--- config.mk ---
export PLATFORM = sky130hd
export DESIGN_NAME = c_comment_blanker_unit_flat
export DESIGN_NICKNAME = d
export VERILOG_FILES = /design/src/cbl_pkg.sv /design/src/cbl_if.sv /design/src/cbl_front.sv /design/src/cbl_queue.sv /design/src/cbl_back.sv /design/src/c_comment_blanker_unit.sv /design/src/flat_wrapper.sv
export SDC_FILE = /design/constraint.sdc
export NUM_CORES = 1
export LEC_CHECK = 0
export ABC_AREA = 0
export BUFFER_PORTS_ARGS = -buffer_cell sky130_fd_sc_hd__buf_4
export CORE_ASPECT_RATIO = 1.4
export CORE_MARGIN = 3
export CORE_UTILIZATION = 33
export CTS_CLUSTER_DIAMETER = 60
export DETAILED_ROUTE_END_ITERATION = 10
export HOLD_SLACK_MARGIN = 0.03
export SLEW_MARGIN = 10
export SYNTH_ARGS = -nofsm -noshare
export SYNTH_HDL_FRONTEND = slang
export SYNTH_SLANG_ARGS = --single-unit
export TNS_END_PERCENT = 10
--- constraint.sdc ---
create_clock -name i_clk -period 7.17 [get_ports i_clk]
set_input_delay 0.3585 -clock i_clk [delete_from_list [all_inputs] [get_ports i_clk]]
set_output_delay 0.3585 -clock i_clk [all_outputs]
set_load 0.01 [all_outputs]
--- src/cbl_pkg.sv ---
// ----------------------------------------------------------------------------
// cbl_pkg
// Shared types and constants for the comment blanker: byte codes and the
// record format that passes from the lexer front end to the output stage.
// ----------------------------------------------------------------------------
package cbl_pkg;

    // Character codes
    localparam logic [7:0] CH_SLASH  = 8'h2F;
    localparam logic [7:0] CH_STAR   = 8'h2A;
    localparam logic [7:0] CH_NL     = 8'h0A;
    localparam logic [7:0] CH_DQUOTE = 8'h22;
    localparam logic [7:0] CH_SQUOTE = 8'h27;
    localparam logic [7:0] CH_BSLASH = 8'h5C;
    localparam logic [7:0] CH_SPACE  = 8'h20;

    // Record queue geometry
    localparam int QAW    = 2;
    localparam int QDEPTH = 1 << QAW;

    // One classified item: one or two output bytes
    typedef struct packed {
        logic       two_res;   // item gives two bytes
        logic       last;      // item closes the source
        logic [7:0] b0;        // first byte
        logic [7:0] b1;        // second byte, valid when two_res
    } t_rec;

endpackage

--- src/cbl_if.sv ---
// ----------------------------------------------------------------------------
// cbl_in_if / cbl_out_if
// Valid/ready channels for source bytes in and blanked bytes out.
// ----------------------------------------------------------------------------
interface cbl_in_if;
    logic       valid;
    logic       ready;
    logic [7:0] in_byte;
    logic       source_end;

    modport source (output valid, output in_byte, output source_end, input ready);
    modport sink   (input valid, input in_byte, input source_end, output ready);
endinterface

interface cbl_out_if;
    logic       valid;
    logic       ready;
    logic [7:0] out_byte;
    logic       run_last;
    logic       stream_done;

    modport source (output valid, output out_byte, output run_last,
                    output stream_done, input ready);
    modport sink   (input valid, input out_byte, input run_last,
                    input stream_done, output ready);
endinterface

--- src/cbl_front.sv ---
// ----------------------------------------------------------------------------
// cbl_front
// Lexer front end: accepts source bytes, tracks code/comment/literal state
// and pushes a record of the one or two output bytes each item causes.
// ----------------------------------------------------------------------------
module cbl_front
    import cbl_pkg::*;
(
    input  logic           i_clk,
    input  logic           i_rst_n,
    cbl_in_if.sink         i_in,
    input  logic           i_full,
    output logic           o_push,
    output t_rec           o_rec
);

    typedef enum logic [1:0] {
        M_CODE  = 2'd0,
        M_LINE  = 2'd1,
        M_BLOCK = 2'd2,
        M_QUOTE = 2'd3
    } t_lex_mode;

    t_lex_mode r_mode, n_mode;
    logic      r_qsingle, n_qsingle;
    logic      r_esc, n_esc;
    logic      r_slash, n_slash;
    logic      r_star, n_star;

    logic       accept;
    logic [7:0] c;
    logic       last;
    logic       emit;
    t_rec       rec;

    assign i_in.ready = !i_full;
    assign accept     = i_in.valid && !i_full;
    assign c          = i_in.in_byte;
    assign last       = i_in.source_end;

    // Next state and output record for the current byte
    always_comb begin
        n_mode      = r_mode;
        n_qsingle   = r_qsingle;
        n_esc       = r_esc;
        n_slash     = r_slash;
        n_star      = r_star;
        emit        = 1'b1;
        rec.two_res = 1'b0;
        rec.last    = last;
        rec.b0      = c;
        rec.b1      = c;

        unique case (r_mode)
            M_CODE: begin
                if (r_slash) begin
                    n_slash = 1'b0;
                    if (c == CH_SLASH) begin
                        rec.two_res = 1'b1;
                        rec.b0      = CH_SPACE;
                        rec.b1      = CH_SPACE;
                        n_mode      = M_LINE;
                    end else if (c == CH_STAR) begin
                        rec.two_res = 1'b1;
                        rec.b0      = CH_SPACE;
                        rec.b1      = CH_SPACE;
                        n_mode      = M_BLOCK;
                        n_star      = 1'b0;
                    end else begin
                        // held slash was plain code
                        rec.two_res = 1'b1;
                        rec.b0      = CH_SLASH;
                        rec.b1      = c;
                        if (c == CH_DQUOTE || c == CH_SQUOTE) begin
                            n_mode    = M_QUOTE;
                            n_qsingle = (c == CH_SQUOTE);
                            n_esc     = 1'b0;
                        end
                    end
                end else if (c == CH_SLASH) begin
                    // hold unless source ends here
                    if (!last) begin
                        emit    = 1'b0;
                        n_slash = 1'b1;
                    end
                end else if (c == CH_DQUOTE || c == CH_SQUOTE) begin
                    n_mode    = M_QUOTE;
                    n_qsingle = (c == CH_SQUOTE);
                    n_esc     = 1'b0;
                end
            end
            M_LINE: begin
                if (c == CH_NL) begin
                    n_mode = M_CODE;
                end else begin
                    rec.b0 = CH_SPACE;
                end
            end
            M_BLOCK: begin
                if (c == CH_NL) begin
                    n_star = 1'b0;
                end else begin
                    rec.b0 = CH_SPACE;
                    if (r_star && c == CH_SLASH) begin
                        n_mode = M_CODE;
                        n_star = 1'b0;
                    end else begin
                        n_star = (c == CH_STAR);
                    end
                end
            end
            M_QUOTE: begin
                if (r_esc) begin
                    n_esc = 1'b0;
                end else if (c == CH_BSLASH && !last) begin
                    n_esc = 1'b1;
                end else if (c == (r_qsingle ? CH_SQUOTE : CH_DQUOTE)) begin
                    n_mode = M_CODE;
                end
            end
            default: ;
        endcase

        // end of source returns everything to reset
        if (last) begin
            n_mode    = M_CODE;
            n_qsingle = 1'b0;
            n_esc     = 1'b0;
            n_slash   = 1'b0;
            n_star    = 1'b0;
        end
    end

    assign o_push = accept && emit;
    assign o_rec  = rec;

    // Lexer state
    always_ff @(posedge i_clk) begin
        if (!i_rst_n) begin
            r_mode    <= M_CODE;
            r_qsingle <= 1'b0;
            r_esc     <= 1'b0;
            r_slash   <= 1'b0;
            r_star    <= 1'b0;
        end else if (accept) begin
            r_mode    <= n_mode;
            r_qsingle <= n_qsingle;
            r_esc     <= n_esc;
            r_slash   <= n_slash;
            r_star    <= n_star;
        end
    end

    // A held slash only exists in code mode
    a_slash_code: assert property (@(posedge i_clk) disable iff (!i_rst_n)
        r_slash |-> (r_mode == M_CODE))
        else $error("slash held outside code");

    // A held star only exists in a block comment
    a_star_block: assert property (@(posedge i_clk) disable iff (!i_rst_n)
        r_star |-> (r_mode == M_BLOCK))
        else $error("star held outside block comment");

    // Every accepted end-of-source item yields a record
    a_last_push: assert property (@(posedge i_clk) disable iff (!i_rst_n)
        (accept && last) |-> o_push)
        else $error("end of source gave no record");

endmodule

--- src/cbl_queue.sv ---
// ----------------------------------------------------------------------------
// cbl_queue
// Small record FIFO between the lexer front end and the output stage.
// ----------------------------------------------------------------------------
module cbl_queue
    import cbl_pkg::*;
(
    input  logic i_clk,
    input  logic i_rst_n,
    input  logic i_push,
    input  t_rec i_rec,
    input  logic i_pop,
    output t_rec o_rec,
    output logic o_empty,
    output logic o_full
);

    t_rec             r_mem [QDEPTH];
    logic [QAW-1:0]   r_wr_ptr;
    logic [QAW-1:0]   r_rd_ptr;
    logic [QAW:0]     r_count;

    assign o_empty = (r_count == '0);
    assign o_full  = (r_count == (QAW+1)'(QDEPTH));
    assign o_rec   = r_mem[r_rd_ptr];

    // Storage
    always_ff @(posedge i_clk) begin
        if (i_push) begin
            r_mem[r_wr_ptr] <= i_rec;
        end
    end

    // Pointers and fill count
    always_ff @(posedge i_clk) begin
        if (!i_rst_n) begin
            r_wr_ptr <= '0;
            r_rd_ptr <= '0;
            r_count  <= '0;
        end else begin
            if (i_push) begin
                r_wr_ptr <= r_wr_ptr + 1'b1;
            end
            if (i_pop) begin
                r_rd_ptr <= r_rd_ptr + 1'b1;
            end
            if (i_push && !i_pop) begin
                r_count <= r_count + 1'b1;
            end else if (i_pop && !i_push) begin
                r_count <= r_count - 1'b1;
            end
        end
    end

    a_no_overflow: assert property (@(posedge i_clk) disable iff (!i_rst_n)
        o_full |-> !i_push)
        else $error("push into full queue");

    a_no_underflow: assert property (@(posedge i_clk) disable iff (!i_rst_n)
        o_empty |-> !i_pop)
        else $error("pop from empty queue");

    a_count_range: assert property (@(posedge i_clk) disable iff (!i_rst_n)
        r_count <= (QAW+1)'(QDEPTH))
        else $error("fill count out of range");

endmodule

--- src/cbl_back.sv ---
// ----------------------------------------------------------------------------
// cbl_back
// Output stage: drains records, sends one or two bytes per record through
// a registered output with run_last and stream_done marks.
// ----------------------------------------------------------------------------
module cbl_back
    import cbl_pkg::*;
(
    input  logic      i_clk,
    input  logic      i_rst_n,
    input  t_rec      i_rec,
    input  logic      i_empty,
    output logic      o_pop,
    cbl_out_if.source o_out
);

    logic       r_valid;
    logic [7:0] r_byte;
    logic       r_run_last;
    logic       r_done;
    logic       r_sub;     // first byte of a two-byte record already sent

    logic load;
    logic first_of_two;

    assign load         = !i_empty && (!r_valid || o_out.ready);
    assign first_of_two = i_rec.two_res && !r_sub;
    assign o_pop        = load && !first_of_two;

    assign o_out.valid       = r_valid;
    assign o_out.out_byte    = r_byte;
    assign o_out.run_last    = r_run_last;
    assign o_out.stream_done = r_done;

    // Control
    always_ff @(posedge i_clk) begin
        if (!i_rst_n) begin
            r_valid <= 1'b0;
            r_sub   <= 1'b0;
        end else if (load) begin
            r_valid <= 1'b1;
            r_sub   <= first_of_two;
        end else if (o_out.ready) begin
            r_valid <= 1'b0;
        end
    end

    // Output payload
    always_ff @(posedge i_clk) begin
        if (load) begin
            if (first_of_two) begin
                r_byte     <= i_rec.b0;
                r_run_last <= 1'b0;
                r_done     <= 1'b0;
            end else begin
                r_byte     <= r_sub ? i_rec.b1 : i_rec.b0;
                r_run_last <= 1'b1;
                r_done     <= i_rec.last;
            end
        end
    end

    // Mid-record: the record must still be at the head
    a_sub_head: assert property (@(posedge i_clk) disable iff (!i_rst_n)
        r_sub |-> (!i_empty && i_rec.two_res))
        else $error("second byte pending without two-byte record");

    a_sub_valid: assert property (@(posedge i_clk) disable iff (!i_rst_n)
        r_sub |-> r_valid)
        else $error("second byte pending with idle output");

    a_done_last: assert property (@(posedge i_clk) disable iff (!i_rst_n)
        (r_valid && r_done) |-> r_run_last)
        else $error("stream end not on an item's last byte");

endmodule

--- src/c_comment_blanker_unit.sv ---
// ----------------------------------------------------------------------------
// c_comment_blanker_unit
// Blanks C/C++ comments to spaces, keeping newlines and literals intact.
// ----------------------------------------------------------------------------
// Path: an accepted byte's record enters the queue, then the output register.
// Throughput: one source byte per clock while the queue has room; an item of
//   two bytes holds the single output register, absorbed by a 4-entry queue.
// A held slash gives no output until the next byte arrives.
// Reset: synchronous, clears lexer state, queue and output; no clear pass.
// ----------------------------------------------------------------------------
module c_comment_blanker_unit
    import cbl_pkg::*;
(
    input  logic      i_clk,
    input  logic      i_rst_n,
    cbl_in_if.sink    i_in,
    cbl_out_if.source o_out
);

    logic push;
    logic pop;
    logic full;
    logic empty;
    t_rec rec_in;
    t_rec rec_head;

    cbl_front u_front (
        .i_clk   (i_clk),
        .i_rst_n (i_rst_n),
        .i_in    (i_in),
        .i_full  (full),
        .o_push  (push),
        .o_rec   (rec_in)
    );

    cbl_queue u_queue (
        .i_clk   (i_clk),
        .i_rst_n (i_rst_n),
        .i_push  (push),
        .i_rec   (rec_in),
        .i_pop   (pop),
        .o_rec   (rec_head),
        .o_empty (empty),
        .o_full  (full)
    );

    cbl_back u_back (
        .i_clk   (i_clk),
        .i_rst_n (i_rst_n),
        .i_rec   (rec_head),
        .i_empty (empty),
        .o_pop   (pop),
        .o_out   (o_out)
    );

endmodule

--- src/flat_wrapper.sv ---
// flat-port wrapper written by rule: the top's interface ports become plain ports
module c_comment_blanker_unit_flat import cbl_pkg::*;
  (i_clk, i_rst_n, i_in_valid, i_in_in_byte, i_in_source_end, i_in_ready, o_out_valid, o_out_out_byte, o_out_run_last, o_out_stream_done, o_out_ready);
  cbl_in_if i_in_i ();
  cbl_out_if o_out_i ();
  input  logic i_clk;
  input  logic i_rst_n;
  input wire logic [$bits(i_in_i.valid)-1:0] i_in_valid;
  input wire logic [$bits(i_in_i.in_byte)-1:0] i_in_in_byte;
  input wire logic [$bits(i_in_i.source_end)-1:0] i_in_source_end;
  output wire logic [$bits(i_in_i.ready)-1:0] i_in_ready;
  output wire logic [$bits(o_out_i.valid)-1:0] o_out_valid;
  output wire logic [$bits(o_out_i.out_byte)-1:0] o_out_out_byte;
  output wire logic [$bits(o_out_i.run_last)-1:0] o_out_run_last;
  output wire logic [$bits(o_out_i.stream_done)-1:0] o_out_stream_done;
  input wire logic [$bits(o_out_i.ready)-1:0] o_out_ready;
  assign i_in_i.valid = i_in_valid;
  assign i_in_i.in_byte = i_in_in_byte;
  assign i_in_i.source_end = i_in_source_end;
  assign i_in_ready = i_in_i.ready;
  assign o_out_valid = o_out_i.valid;
  assign o_out_out_byte = o_out_i.out_byte;
  assign o_out_run_last = o_out_i.run_last;
  assign o_out_stream_done = o_out_i.stream_done;
  assign o_out_i.ready = o_out_ready;
  c_comment_blanker_unit u_core (.i_clk(i_clk), .i_rst_n(i_rst_n), .i_in(i_in_i), .o_out(o_out_i));
endmodule
* Yosys cells after proc, flatten, opt, wreduce, memory -nomap -nowiden
Memories as Yosys holds them, arrays and structs flattened. A register that Yosys moved wholly into a read port is not among the register bits. Index checks and enable logic that the tools add are counted.
Storage, ports and cells: register bits 25, memories kept 1, output and inout port bits 12, bits in writable memories 72, logic and storage cells 138
Memory list:
- u_core.u_queue.r_mem | depth 4, bits a word 18, read ports 1, clocked after Yosys merged registers in 1, write ports 1, line cbl_queue.sv:18 | t_rec r_mem [QDEPTH];
Operators by class: equality and inequality tests 24, muxes and demuxes 64, $add $sub $neg 4, reductions and logical operators 32
Operators by type and width (number):
- $mux W1 | 36
- $eq A8 B6 Y1 const B | 4
- $mux W8 | 4
- $ne A3 B3 Y1 const B | 10
- $mux W2 | 14
- $mux W12 | 2
- $mux W16 | 1
- $pmux W8 S2 | 1
- $logic_and A1 B1 Y1 | 9
- $mux W3 | 3
- $eq A8 B4 Y1 const B | 1
- $eq A8 B6 Y1 | 1
- $eq A8 B7 Y1 const B | 1
- $logic_not A1 Y1 | 8
- $ne A4 B4 Y1 const B | 2
- $pmux W2 S4 | 1
- $reduce_and A4 Y1 | 2
- $reduce_and A8 Y1 | 1
- $reduce_bool A2 Y1 | 3
- $reduce_bool A3 Y1 | 2
- $reduce_and A5 Y1 | 1
- $add A2 B1 Y2 const B | 2
- $eq A2 B2 Y1 const B | 2
- $pmux W1 S2 | 2
- 10 further kinds | 11

* Longest topological paths before layout
word-level depth 9, depth in mapped cells 12

* Cells and area by module
Synthesis repeated with hierarchy kept, for this count alone.
Second synthesis, totals: cell total of the unflattened synthesis 286, area, all modules 4458.0 um^2
Modules (own cells, without submodules):
- cbl_queue | area an instance 3084.2 um^2, cells an instance 137, times used 1
- cbl_front | area an instance 859.6 um^2, cells an instance 118, times used 1
- cbl_back | area an instance 514.2 um^2, cells an instance 31, times used 1

* Worst setup path after synthesis
Ideal clock, no wire load.
path kind reg2reg, start point register u_core.u_front.r_mode[0], end point register u_core.u_queue.r_count[2], period minus slack after synthesis 2.642 ns, arrival time 2.567 ns, setup slack 4.528 ns, library setup time 0.076 ns, required time 7.094 ns, cell stages (with the launch flop) 13, cell sequence dfxtp_1 -> inv_1 -> ha_1 -> clkbuf_1 -> nand2b_1 -> nor2_1 -> a21oi_1 -> ha_1 -> inv_1 -> fa_1 -> xor2_1 -> or3_1 -> a21boi_0
On the way: cells in the longest elaborated chain, start to end 6, elaborated cells on any way between the ends 8
Ends and longest elaborated chain:
- start, declared | line cbl_front.sv:24 | t_lex_mode r_mode, n_mode;
- start signal, assigned | line cbl_front.sv:146 | r_mode <= n_mode;
- $logic_not A2 Y1 * | line cbl_front.sv:54 | unique case (r_mode)
- $mux W1 * | line cbl_front.sv:54
- $logic_and A1 B1 Y1 * | line cbl_front.sv:134 | assign o_push = accept && emit;
- net u_core.push | line c_comment_blanker_unit.sv:20 | logic push;
- $logic_not A1 Y1 | line cbl_queue.sv:49 | end else if (i_pop && !i_push) begin
- $logic_and A1 B1 Y1 | line cbl_queue.sv:49
- $reduce_bool A2 Y1 (no source line)
- end signal, assigned | line cbl_queue.sv:48 | r_count <= r_count + 1'b1;
- end signal, assigned | line cbl_queue.sv:50 | r_count <= r_count - 1'b1;
- end, declared | line cbl_queue.sv:21 | logic [QAW:0] r_count;
Mark *: on every way through the listed nets, which the timed path passes. The rest lies on a longest branch. A chain may end at the register's enable or synchronous reset.

* Worst setup path after layout
Ends and elaborated chain as after synthesis.

==> Flow_metrics.wiki <==
{| class="wikitable"
! Metric !! Value
|-
| Result of the run || completed
|-
| Number of fillers in the final layout || 1,147
|-
| Worst setup slack after placement || 4270 ps
|-
| Type of the worst setup path || flop to flop
|-
| Wirelength per Cell || 17.1 um
|-
| Critical R2R Launch || u_core.u_front.r_mode[0]$_SDFFE_PN0P_
|-
| Clock period minus final worst setup slack || between 2000 and 3000 ps
|-
| Final clock period utilization by the worst path || between 40% and 50%
|-
| Average cell area after synthesis || ~15 sq um
|-
| Max rail drop VDD || 0.151 mV
|-
| Antenna diodes || 0
|-
| Post-synth top area cell || edfxtp_1
|-
| Depth of the worst register-to-register path || 11
|-
| Leftover overflow at the end of global routing || 0
|-
| Critical path required time || 7440 ps
|-
| Critical path capture point || u_core.u_queue.r_count[2]$_SDFFE_PN0P_
|-
| Detailed-route wire length || 7.82 mm
|-
| Clock transition at the registers of the reported paths || 70 ps
|-
| Die Span X || 102 um
|-
| Worst Hold Class || input port to flop
|-
| Pwr/cell area || 339 mW/mm^2
|-
| Half-perimeter wire length of the detailed placement result || approximately 5.2 mm
|-
| Final clock skew || 8.16 ps
|-
| Number of buffer cells added on primary ports || 24
|-
| Pin count of the biggest net entering global routing || 19
|-
| Measured slew at the worst slew-check pin || around 1000 ps
|-
| Share of synthesized area spent on multiplexers || 12.7%
|-
| Worst-case headroom to the max-slew limit || 34.6%
|-
| Share of final-layout standard cells stronger than drive strength 1 || 22.1%
|-
| Post-synth EDFFs || 82
|-
| Commonest cells in the synthesized netlist || 82 x edfxtp_1, 18 x mux4_2, 17 x dfxtp_1
|-
| Final setup violating endpoints || 0
|-
| Portion of the post-synthesis area used by sequential elements || 65.2%
|-
| Number of maximum-capacitance constraint violations || 0
|-
| Post-Synth Adder-Cell Area || 3.09%
|-
| Count of cells along the worst hold path || 1
|-
| Post-Synthesis Net Count || between 300 and 400
|-
| TritonCTS clock tree || yes
|-
| TritonCTS buffer count || 9
|-
| Final weighted congestion of routability-driven global placement || about 0.86
|-
| Total number of nets in the final design || 326
|-
| Number of max-slew violations in the final report || 0
|-
| Area fraction of the dominant cell type after synthesis || 57.3%
|-
| Post-Route Setup TNS || 0 ps
|-
| CTS sink cnt || 99
|-
| Reg-to-reg slack, setup || between 4000 and 5000 ps
|-
| Critical path fanouts, max || 8
|-
| Data arrival time of the worst path || 3170 ps
|-
| Total number of vias || 2,368
|-
| Unrepaired setup endpoints after global routing || false
|-
| Cell area after synthesis || 0.00430 sq mm
|-
| Initial antenna violation count || 0
|-
| CP Capture Type || flop
|-
| Worst-Skew Late Latency || around 340 ps
|-
| Leakage || between 1.5 and 2 nW
|-
| Cell area after layout || 0.00494 sq mm
|-
| Yosys warns || 0
|-
| Num ports || 25
|-
| Share of synthesized registers carrying an async set or reset || 0%
|-
| Mapped Cells || 281
|-
| Complex-gate fraction of the synthesized area || between 5 and 6%
|-
| Chip height || 141 um
|-
| Longest Clk Path Bufs || 2
|-
| Synth-to-Final Area Change || 15.0%
|-
| Primary flip-flop cell chosen by synthesis mapping || edfxtp_1
|-
| H-Tree Level Count || 3
|-
| DR vias/cell || a little over 5
|-
| Setup bufs post-CTS || 0
|-
| Area of the multi-input gates || 0.00139 sq mm
|-
| DRC violations left || 0
|-
| Startpoint of the most critical setup path || u_core.u_front.r_mode[0]$_SDFFE_PN0P_
|-
| Main combinational cell family by area after synthesis || multiplexers
|-
| Std cell rows || between 40 and 50
|-
| Core region area || 0.0126 sq mm
|-
| Xor/xnor cell area share of the yosys netlist || under 10%
|-
| Cell types occupying the most area after synthesis || edfxtp_1 57%, mux4_2 9.4%, dfxtp_1 7.9%
|-
| Count of different cell masters after synthesis || between 40 and 50
|-
| GRT Resource Usage Total || between 10% and 20%
|-
| Total die area || 0.0144 sq mm
|-
| Fraction of the mapped netlist area in simple logic gates || about a tenth
|-
| Register cell area after layout || 0.00280 sq mm
|-
| Critical path startpoint category || flop
|-
| Number of global-route vias before repair || between 2,000 and 2,500
|-
| Power after layout || 1.67 mW
|-
| FF+latch count, synth || a little under 100
|-
| Hold Violations, Final || 0
|-
| Hold buffer count at CTS || 0
|-
| Global-route wire length before repair || about 13 mm
|-
| Dpl cell area || 0.00462 sq mm
|-
| R2R Path End || u_core.u_queue.r_count[2]$_SDFFE_PN0P_
|-
| CTS-repair resized insts || 0
|-
| Final ANT Viol Nets || 0
|-
| Peak Freq || 0.345 GHz
|-
| Starting Density || between 30% and 40%
|-
| Post-route worst setup slack || between 4000 and 5000 ps
|-
| Cell at the root of the clock tree || clkbuf_16
|-
| Most repeated cell in the gate-level netlist after synthesis || edfxtp_1
|-
| First DRT Iteration DRCs || approximately 90
|-
| First-pass iteration count of the detailed router || 4
|}
## through the flow
step	cells	hold slack (ps)	util, %
final	458	259	39.3
after global routing	458	264	39.3
after CTS	458	246	39.3
after detailed placement	442	470	36.8
after global placement	442	461	36.8
after floorplan	281	448	-
## worst max-delay path: stages, from the launching register on
cell      delay, ps
dfxtp_1         380
inv_1            80
ha_1            290
nand2b_1        180
nor2_1           90
a21oi_1         480
ha_1            290
inv_1            70
fa_1            380
xor2_1          160
or3_1           290
a21boi_0        150
## kinds of logic after synthesis
| kind of cell | after synthesis |
|---|---|
| AO/OA/AOI/OAI | 33 |
| XOR/XNOR | 6 |
| adder cells (fa/ha/maj) | 10 |
| buffers and inverters | 26 |
| flip-flops | 99 |
| multiplexers | 31 |
| AND/OR/NAND/NOR | 76 |
## sequential cells by signal, summed over array words and instances, names as in the netlist, named ones only
| name | count |
|---|---|
| u_core.u_back.o_out.run_last | 1 |
| u_core.u_front.r_star | 1 |
| u_core.u_queue.r_count | 3 |
| u_core.u_back.o_out.valid | 1 |
| u_core.u_front.r_esc | 1 |
| u_core.u_queue.r_rd_ptr | 2 |
| u_core.u_front.r_qsingle | 1 |
| u_core.u_back.o_out.out_byte | 8 |
| u_core.u_front.r_mode | 2 |
| u_core.u_queue.r_mem | 72 |
| u_core.u_front.r_slash | 1 |
| u_core.u_back.r_sub | 1 |
| u_core.u_back.o_out.stream_done | 1 |
| u_core.u_queue.r_wr_ptr | 2 |
## how the worst min path moves through the flow
| stage | start | end |
|---|---|---|
| 4_1_cts | i_in_in_byte[4] | u_core.u_queue.r_mem[3][4]$_DFFE_PP_ |
| 5_1_grt | i_in_in_byte[4] | u_core.u_queue.r_mem[0][4]$_DFFE_PP_ |
| 3_3_place_gp | u_core.u_back.o_out.valid$_SDFFE_PN0P_ | u_core.u_back.o_out.valid$_SDFFE_PN0P_ |
| 6_report | i_in_in_byte[4] | u_core.u_queue.r_mem[3][4]$_DFFE_PP_ |
| 2_1_floorplan | u_core.u_front.r_esc$_SDFFE_PN0P_ | u_core.u_front.r_esc$_SDFFE_PN0P_ |
| 3_5_place_dp | u_core.u_back.o_out.valid$_SDFFE_PN0P_ | u_core.u_back.o_out.valid$_SDFFE_PN0P_ |
## routing by layer
metal	up-vias	part of all wire (%)	GRT usage, %
met5	-	0	0
met4	0	2.6	5.87
met3	15	3.1	2.28
met2	59	52	19.7
met1	1177	43	14.6
li1	1117	-	-
## placed cells by master (no fill, tap or decap), types with 9 or more instances in the layout
cell,instances
clkbuf_16,11
mux4_2,18
edfxtp_1,82
buf_4,26
and2_1,13
nand2_1,10
nor2_1,14
inv_1,11
a21oi_1,11
dfxtp_1,17
nor2b_1,11
ha_1,9
## power breakdown
group	internal (mW)	total, mW	switching [mW]
combinational	0.209	0.395	0.185
clock	0.296	0.495	0.199
sequential	0.737	0.784	0.0467
total	1.24	1.67	0.431
## cell type report
cell class                      count  area share (%)
Clock inverter                      2           0.253
Clock buffer                       14            6.21
Timing Repair Buffer               26            3.95
Tap cell                          150            3.80
Inverter                           11           0.836
Sequential cell                    99            56.8
Multi-Input combinational cell    156            28.2
(Power assumes the default switching activity.)
